**src/design/efr_pkg.sv**
```systemverilog
package efr_pkg;

    localparam int BUFFER_DEPTH_DEF = 64;

    localparam int APB_ADDR_W = 4;
    localparam int APB_DATA_W = 32;

    localparam logic [1:0] REG_START_BYTE  = 2'd0;
    localparam logic [1:0] REG_END_BYTE    = 2'd1;
    localparam logic [1:0] REG_ESCAPE_BYTE = 2'd2;
    localparam logic [1:0] REG_QUIET_TICKS = 2'd3;

    localparam logic [7:0] START_BYTE_RST  = 8'd2;
    localparam logic [7:0] END_BYTE_RST    = 8'd3;
    localparam logic [7:0] ESCAPE_BYTE_RST = 8'd16;
    localparam logic [7:0] QUIET_TICKS_RST = 8'd10;

    localparam logic REQ_BYTE = 1'b0;
    localparam logic REQ_TICK = 1'b1;

    typedef enum logic [1:0] {
        MODE_IDLE,
        MODE_NORMAL,
        MODE_ESCAPED,
        MODE_CLOSED
    } rx_mode_t;

    typedef enum logic [1:0] {
        SEQ_IDLE,
        SEQ_FETCH,
        SEQ_SHOW
    } seq_state_t;

endpackage

```
**src/design/efr_ram.sv**
```systemverilog
module efr_ram #(
    parameter int WIDTH = 8,
    parameter int DEPTH = 64
) (
    input  logic                     clk,
    input  logic                     we,
    input  logic [$clog2(DEPTH)-1:0] waddr,
    input  logic [WIDTH-1:0]         wdata,
    input  logic                     re,
    input  logic [$clog2(DEPTH)-1:0] raddr,
    output logic [WIDTH-1:0]         rdata
);

    logic [WIDTH-1:0] mem [DEPTH];
    logic [WIDTH-1:0] rdata_reg;

    always_ff @(posedge clk)
    begin
        if (we)
        begin
            mem[waddr] <= wdata;
        end
        if (re)
        begin
            rdata_reg <= mem[raddr];
        end
    end

    assign rdata = rdata_reg;

endmodule

```
**src/design/escaped_frame_receiver.sv**
```systemverilog
// a byte or a tick that delivers nothing is accepted while no delivery is running
// a delivering tick reads stored payload bytes one at a time from the frame ram,
// each fetched then shown until m_tready, up to buffer depth minus two bytes
// s_tready is low for the whole delivery; throughput is one transaction per cycle otherwise
// reset: asynchronous active low, clears mode, quiet counter, byte count, frame count
// and loads the default start, end, escape and quiet values; the frame ram is not cleared
module escaped_frame_receiver #(
    parameter int BUFFER_DEPTH = efr_pkg::BUFFER_DEPTH_DEF
) (
    input  logic                            clk,
    input  logic                            rst_n,
    input  logic                            s_tvalid,
    output logic                            s_tready,
    input  logic [7:0]                      s_tdata,   // rx_byte
    input  logic                            s_tuser,   // req_type
    output logic                            m_tvalid,
    input  logic                            m_tready,
    output logic [15:0]                     m_tdata,   // payload_byte, frame_number
    output logic                            m_tlast,
    input  logic                            psel,
    input  logic                            penable,
    input  logic                            pwrite,
    input  logic [efr_pkg::APB_ADDR_W-1:0]  paddr,
    input  logic [efr_pkg::APB_DATA_W-1:0]  pwdata,
    output logic [efr_pkg::APB_DATA_W-1:0]  prdata,
    output logic                            pready
);

    import efr_pkg::*;

    localparam int AW = $clog2(BUFFER_DEPTH);
    localparam int CW = $clog2(BUFFER_DEPTH + 1);

    logic [7:0]  start_byte_reg;
    logic [7:0]  end_byte_reg;
    logic [7:0]  escape_byte_reg;
    logic [7:0]  quiet_ticks_reg;

    seq_state_t  state_reg, state_next;
    rx_mode_t    mode_reg, mode_next;
    logic [7:0]  quiet_reg, quiet_next;
    logic [CW-1:0] count_reg, count_next;
    logic [7:0]  frames_reg, frames_next;
    logic [AW-1:0] idx_reg, idx_next;

    logic          ram_we;
    logic          ram_re;
    logic [AW-1:0] ram_waddr;
    logic [7:0]    ram_rdata;
    logic          store_en;
    logic          last;
    logic          cfg_wr;

    assign pready = 1'b1;
    assign cfg_wr = psel && penable && pwrite;

    always_ff @(posedge clk or negedge rst_n)
    begin
        if (!rst_n)
        begin
            start_byte_reg  <= START_BYTE_RST;
            end_byte_reg    <= END_BYTE_RST;
            escape_byte_reg <= ESCAPE_BYTE_RST;
            quiet_ticks_reg <= QUIET_TICKS_RST;
        end
        else if (cfg_wr)
        begin
            case (paddr[3:2])
                REG_START_BYTE:  start_byte_reg  <= pwdata[7:0];
                REG_END_BYTE:    end_byte_reg    <= pwdata[7:0];
                REG_ESCAPE_BYTE: escape_byte_reg <= pwdata[7:0];
                REG_QUIET_TICKS: quiet_ticks_reg <= pwdata[7:0];
                default:         ;
            endcase
        end
    end

    always_comb
    begin
        case (paddr[3:2])
            REG_START_BYTE:  prdata = {24'd0, start_byte_reg};
            REG_END_BYTE:    prdata = {24'd0, end_byte_reg};
            REG_ESCAPE_BYTE: prdata = {24'd0, escape_byte_reg};
            REG_QUIET_TICKS: prdata = {24'd0, quiet_ticks_reg};
            default:         prdata = '0;
        endcase
    end

    efr_ram #(
        .WIDTH (8),
        .DEPTH (BUFFER_DEPTH)
    ) u_frame_ram (
        .clk   (clk),
        .we    (ram_we),
        .waddr (ram_waddr),
        .wdata (s_tdata),
        .re    (ram_re),
        .raddr (idx_reg),
        .rdata (ram_rdata)
    );

    always_ff @(posedge clk or negedge rst_n)
    begin
        if (!rst_n)
        begin
            state_reg  <= SEQ_IDLE;
            mode_reg   <= MODE_IDLE;
            quiet_reg  <= '0;
            count_reg  <= '0;
            frames_reg <= '0;
            idx_reg    <= '0;
        end
        else
        begin
            state_reg  <= state_next;
            mode_reg   <= mode_next;
            quiet_reg  <= quiet_next;
            count_reg  <= count_next;
            frames_reg <= frames_next;
            idx_reg    <= idx_next;
        end
    end

    assign last = (CW'(idx_reg) == count_reg - CW'(2));

    always_comb
    begin
        state_next  = state_reg;
        mode_next   = mode_reg;
        quiet_next  = quiet_reg;
        count_next  = count_reg;
        frames_next = frames_reg;
        idx_next    = idx_reg;
        ram_we      = 1'b0;
        ram_re      = 1'b0;
        ram_waddr   = count_reg[AW-1:0];
        store_en    = 1'b0;
        s_tready    = 1'b0;
        m_tvalid    = 1'b0;

        case (state_reg)
            SEQ_IDLE:
            begin
                s_tready = 1'b1;
                if (s_tvalid)
                begin
                    if (s_tuser == REQ_BYTE)
                    begin
                        if (quiet_reg == 8'd0 && s_tdata == start_byte_reg)
                        begin
                            // new frame, store restarts with the start byte
                            ram_we     = 1'b1;
                            ram_waddr  = '0;
                            count_next = CW'(1);
                            quiet_next = quiet_ticks_reg;
                            mode_next  = MODE_NORMAL;
                        end
                        else if (mode_reg == MODE_NORMAL)
                        begin
                            quiet_next = quiet_ticks_reg;
                            if (s_tdata == escape_byte_reg)
                            begin
                                mode_next = MODE_ESCAPED;
                            end
                            else if (s_tdata == end_byte_reg)
                            begin
                                store_en  = 1'b1;
                                mode_next = MODE_CLOSED;
                            end
                            else
                            begin
                                store_en = 1'b1;
                            end
                        end
                        else if (mode_reg == MODE_ESCAPED)
                        begin
                            quiet_next = quiet_ticks_reg;
                            store_en   = 1'b1;
                            mode_next  = MODE_NORMAL;
                        end

                        // bytes past the buffer end are dropped
                        if (store_en && count_reg < CW'(BUFFER_DEPTH))
                        begin
                            ram_we     = 1'b1;
                            count_next = count_reg + CW'(1);
                        end
                    end
                    else
                    begin
                        if (quiet_reg != 8'd0)
                        begin
                            quiet_next = quiet_reg - 8'd1;
                        end
                        else if (mode_reg == MODE_CLOSED)
                        begin
                            mode_next = MODE_IDLE;
                            if (count_reg > CW'(2))
                            begin
                                frames_next = frames_reg + 8'd1;
                                idx_next    = AW'(1);
                                state_next  = SEQ_FETCH;
                            end
                            else
                            begin
                                count_next = '0;
                            end
                        end
                    end
                end
            end

            SEQ_FETCH:
            begin
                ram_re     = 1'b1;
                state_next = SEQ_SHOW;
            end

            SEQ_SHOW:
            begin
                m_tvalid = 1'b1;
                if (m_tready)
                begin
                    if (last)
                    begin
                        count_next = '0;
                        state_next = SEQ_IDLE;
                    end
                    else
                    begin
                        idx_next   = idx_reg + AW'(1);
                        state_next = SEQ_FETCH;
                    end
                end
            end

            default:
            begin
                state_next = SEQ_IDLE;
            end
        endcase
    end

    assign m_tdata = {frames_reg, ram_rdata};
    assign m_tlast = last;

endmodule
```
**config.mk**
```make
export PLATFORM = sky130hd
export DESIGN_NAME = escaped_frame_receiver
export DESIGN_NICKNAME = d
export VERILOG_FILES = /design/src/design/efr_pkg.sv /design/src/design/efr_ram.sv /design/src/design/escaped_frame_receiver.sv
export SDC_FILE = /design/constraint.sdc
export NUM_CORES = 1
export LEC_CHECK = 0
export ABC_AREA = 1
export BUFFER_PORTS_ARGS = -buffer_cell sky130_fd_sc_hd__buf_2
export CAP_MARGIN = 20
export CORE_UTILIZATION = 56
export CTS_BUF_LIST = sky130_fd_sc_hd__clkbuf_8 sky130_fd_sc_hd__clkbuf_16
export CTS_CLUSTER_DIAMETER = 120
export CTS_CLUSTER_SIZE = 8
export DETAILED_ROUTE_END_ITERATION = 10
export PLACE_DENSITY = 0.8
export SLEW_MARGIN = 15
export SYNTH_ARGS = -nofsm -noshare
export SYNTH_HDL_FRONTEND = slang
export SYNTH_SLANG_ARGS = --single-unit
```
**constraint.sdc**
```tcl
create_clock -name clk -period 2.4 [get_ports clk]
set_input_delay 0 -clock clk [delete_from_list [all_inputs] [get_ports clk]]
set_output_delay 0 -clock clk [all_outputs]
set_load 0.005 [all_outputs]
```
==> metrics.yaml <==
cts.path.max_buffers: 3
first_pass_iters: 6
rsz0062_at_grt: "yes"
post-route-min-period_ns: 2.477
clk_pin_slew_ns: 0.06
hpwl_um: 42240
ys.flop_type: "edfxtp_1"
routed_wl_um: 68240
worstPathMaxFanout: 8
final_core_util: 0.6945
rrSetupSlack_ns: -0.08
end_kind: "flip-flop"
hold_viol: 0
ant_nets: 0
die_area_um2: 45260
crit_chain: "inv_2 > ha_4 > inv_2 > nor3_2 > nand2_2 > nor2_1 > nand3b_1 > nand2_2 > buf_12 > buf_6 > nand4_1 > nor2_1 > buf_6"
ioPinCount: 104
required_ns: 2.70
yosys.area.top_type_share: 0.6279
cts_max_level: 3
r2r-end: "u_frame_ram.mem[47][0]$_DFFE_PP_"
area_delta_synth_final_pct: 21.35
slowest_stage: "dfrtp_1"
rr_worst_depth: 13
status: "finished, violations left"
largest_register: "u_frame_ram.mem"
worstMarginPinSlew_ns: 0.8349
powerDensity_nw_per_um2: 1019
layout.cells.non_filler: 3022
yosys-top-cells-area: "edfxtp_1 (63%), nor2_1 (6.5%), o21ai_0 (6.5%)"
total_power_mw: 30.74
antenna_found_initial: 4
fmax_mhz: 403.7
grt_max_degree: 108
cap_violations: 0
final-max-slew-violation-count: 0
cts_tree: "built"
synth.largest_area_cell: "edfxtp_1"
drtIter0Drc: 2602
skew_ns: 0.01996
nNetsFinal: 2457
die_x_um: 212.7
place_congestion: 0.9346
finalCritPeriodShare: 1.032
grt_first_pass_wirelength_um: 101800
cts_buffers: 83
hold_end: "u_frame_ram.mem[45][6]$_DFFE_PP_"
overflow: 0
start_util: 0.5723
critPathArrivalTime_ns: 2.77
wl_per_cell_um: 22.58
die_h_um: 212.7
synth_edf_count: 520
synth_cell_types: 43
final-setup-viol-count: 63
synth-seq-area-share: 0.6936
hold_depth: 2
vias_per_cell: 6.068
violations: "negative setup slack"
yosysMostFrequentCell: "edfxtp_1"
clk_latency_ns: 0.60
drive_above_1_share: 0.1915
hold_path_class: "in -> reg"
grt_util_all_layers: 0.3031
p_leak_nw: 10.87
drc: 0
slowest_delay_ns: 0.39
core_area_um2: 43460
timing.final.ws_setup_ns: -0.07706
std_cell_rows: 76
yosys_warnings: 0
cts_sinks: 585
io_buffers: 52
netlist_area_um2: 24870
postSynthAreaPerCell_um2: 11.49
synthArstFlopShare: 0.1111
placed_cells: 2867
ir_drop_mv: 0.7842
vias: 18340
ys_top_cells_by_count: "edfxtp_1 (520), nor2_1 (430), o21ai_0 (322), nand2_1 (251), nand3_1 (81)"
yosys_register_bits: 585
relSlewSlack: 0.4434
worstSetupStartpointType: "flip-flop"
grt_pass1_vias: 17980
rr_startpoint: "quiet_reg[1]$_DFFE_PN0P_"
syn_inst: 2164
crit_type: "reg -> reg"
largest_reg_flops: 512
min_from: "s_tdata[6]"
root_buffer: "clkbuf_16"
worst max path at each step:
stage	start	endpoint	slack (ns)	cells past startpoint
2_1_floorplan	quiet_reg[0]$_DFFE_PN0P_	u_frame_ram.mem[25][0]$_DFFE_PP_	-0.14	11
3_3_place_gp	quiet_reg[0]$_DFFE_PN0P_	u_frame_ram.mem[8][7]$_DFFE_PP_	-0.33	11
3_5_place_dp	quiet_reg[0]$_DFFE_PN0P_	u_frame_ram.mem[8][7]$_DFFE_PP_	-0.34	11
4_1_cts	quiet_reg[0]$_DFFE_PN0P_	u_frame_ram.mem[0][4]$_DFFE_PP_	-0.005	14
5_1_grt	quiet_reg[1]$_DFFE_PN0P_	u_frame_ram.mem[47][2]$_DFFE_PP_	-0.19	13
6_report	quiet_reg[1]$_DFFE_PN0P_	u_frame_ram.mem[47][0]$_DFFE_PP_	-0.08	13
layout make-up:
class	instances	area, um^2
clock buffer	86	2152
clock inverter	39	163.9
fill	2867	13280
multi-input combinational	1382	7169
sequential	585	17260
inverter	78	301.5
tap	585	732.0
antenna	3	7.507
timing repair buffer	264	2396
power by group:
part           switching (mW)  leakage [nW]  internal, mW  total, mW
Combinational            5.63          4.10          2.92       8.56
Sequential              0.343          5.50          11.4       11.8
Clock                    4.08          1.27          6.31       10.4
Total                    10.1          10.9          20.7       30.7
cells in the final DEF (no fill, tap or decap), types with 24 or more instances in the layout:
| master | instances |
|---|---|
| o211ai_1 | 62 |
| nor2_2 | 34 |
| xnor2_1 | 25 |
| edfxtp_1 | 520 |
| nand4_1 | 42 |
| o21ai_0 | 321 |
| nand3_1 | 72 |
| clkbuf_16 | 87 |
| buf_6 | 43 |
| nor2_4 | 33 |
| nor2_1 | 372 |
| nand2_1 | 249 |
| inv_1 | 102 |
| o22ai_1 | 63 |
| conb_1 | 25 |
| buf_2 | 52 |
| dfrtp_1 | 57 |
| buf_4 | 127 |
| buf_12 | 24 |
metrics by stage:
stage          hold slack (ns)  cell area, um^2  TNS (ns)  worst slack [ns]
6_report               0.03741            30180    -1.404          -0.07706
5_1_grt                0.04341            30180    -28.98           -0.1934
4_1_cts                0.02454            29560  -0.02495         -0.004791
3_5_place_dp           0.05119            26890    -33.83           -0.3427
3_3_place_gp           0.04332            26890    -28.69           -0.3259
2_1_floorplan          -0.2956            24960    -4.616           -0.1376
cells by family (layout without fill, tap and decap cells):
kind of cell,count (synthesis),count (layout),synth area share
compound gates,473,473,0.1071
fa+ha+maj,11,11,0.005534
buf+inv,220,467,0.03995
flops,585,585,0.6936
simple gates,836,836,0.1404
mux,1,1,0.0004528
other cells,2,28,0.0003020
xor+xnor,36,36,0.01268
worst max-delay path, delay by kind of cell (launching register included):
kind / cells / cell delay [ns]
flops: 1 / 0.39
simple gates: 7 / 1.10
buf+inv: 5 / 0.55
fa+ha+maj: 1 / 0.13
repair_timing:
item                                   in CTS  in global routing
endpoints found under the hold margin     123                  0
buffers inserted                            0                 12
gates resized for setup                    51                125
setup endpoints to repair                 365                438
pin swaps                                   0                 17
hold buffers                               16                  0
gates cloned                                0                  1
routing by layer:
layer	GRT usage	wire, um	up-vias
met5	0	0	-
li1	-	-	8134
met2	0.5020	32820	1185
met4	0.1451	3685	0
met3	0.05721	6886	222
met1	0.3867	24840	8797
Note: power is estimated with default switching activity, not from simulation.
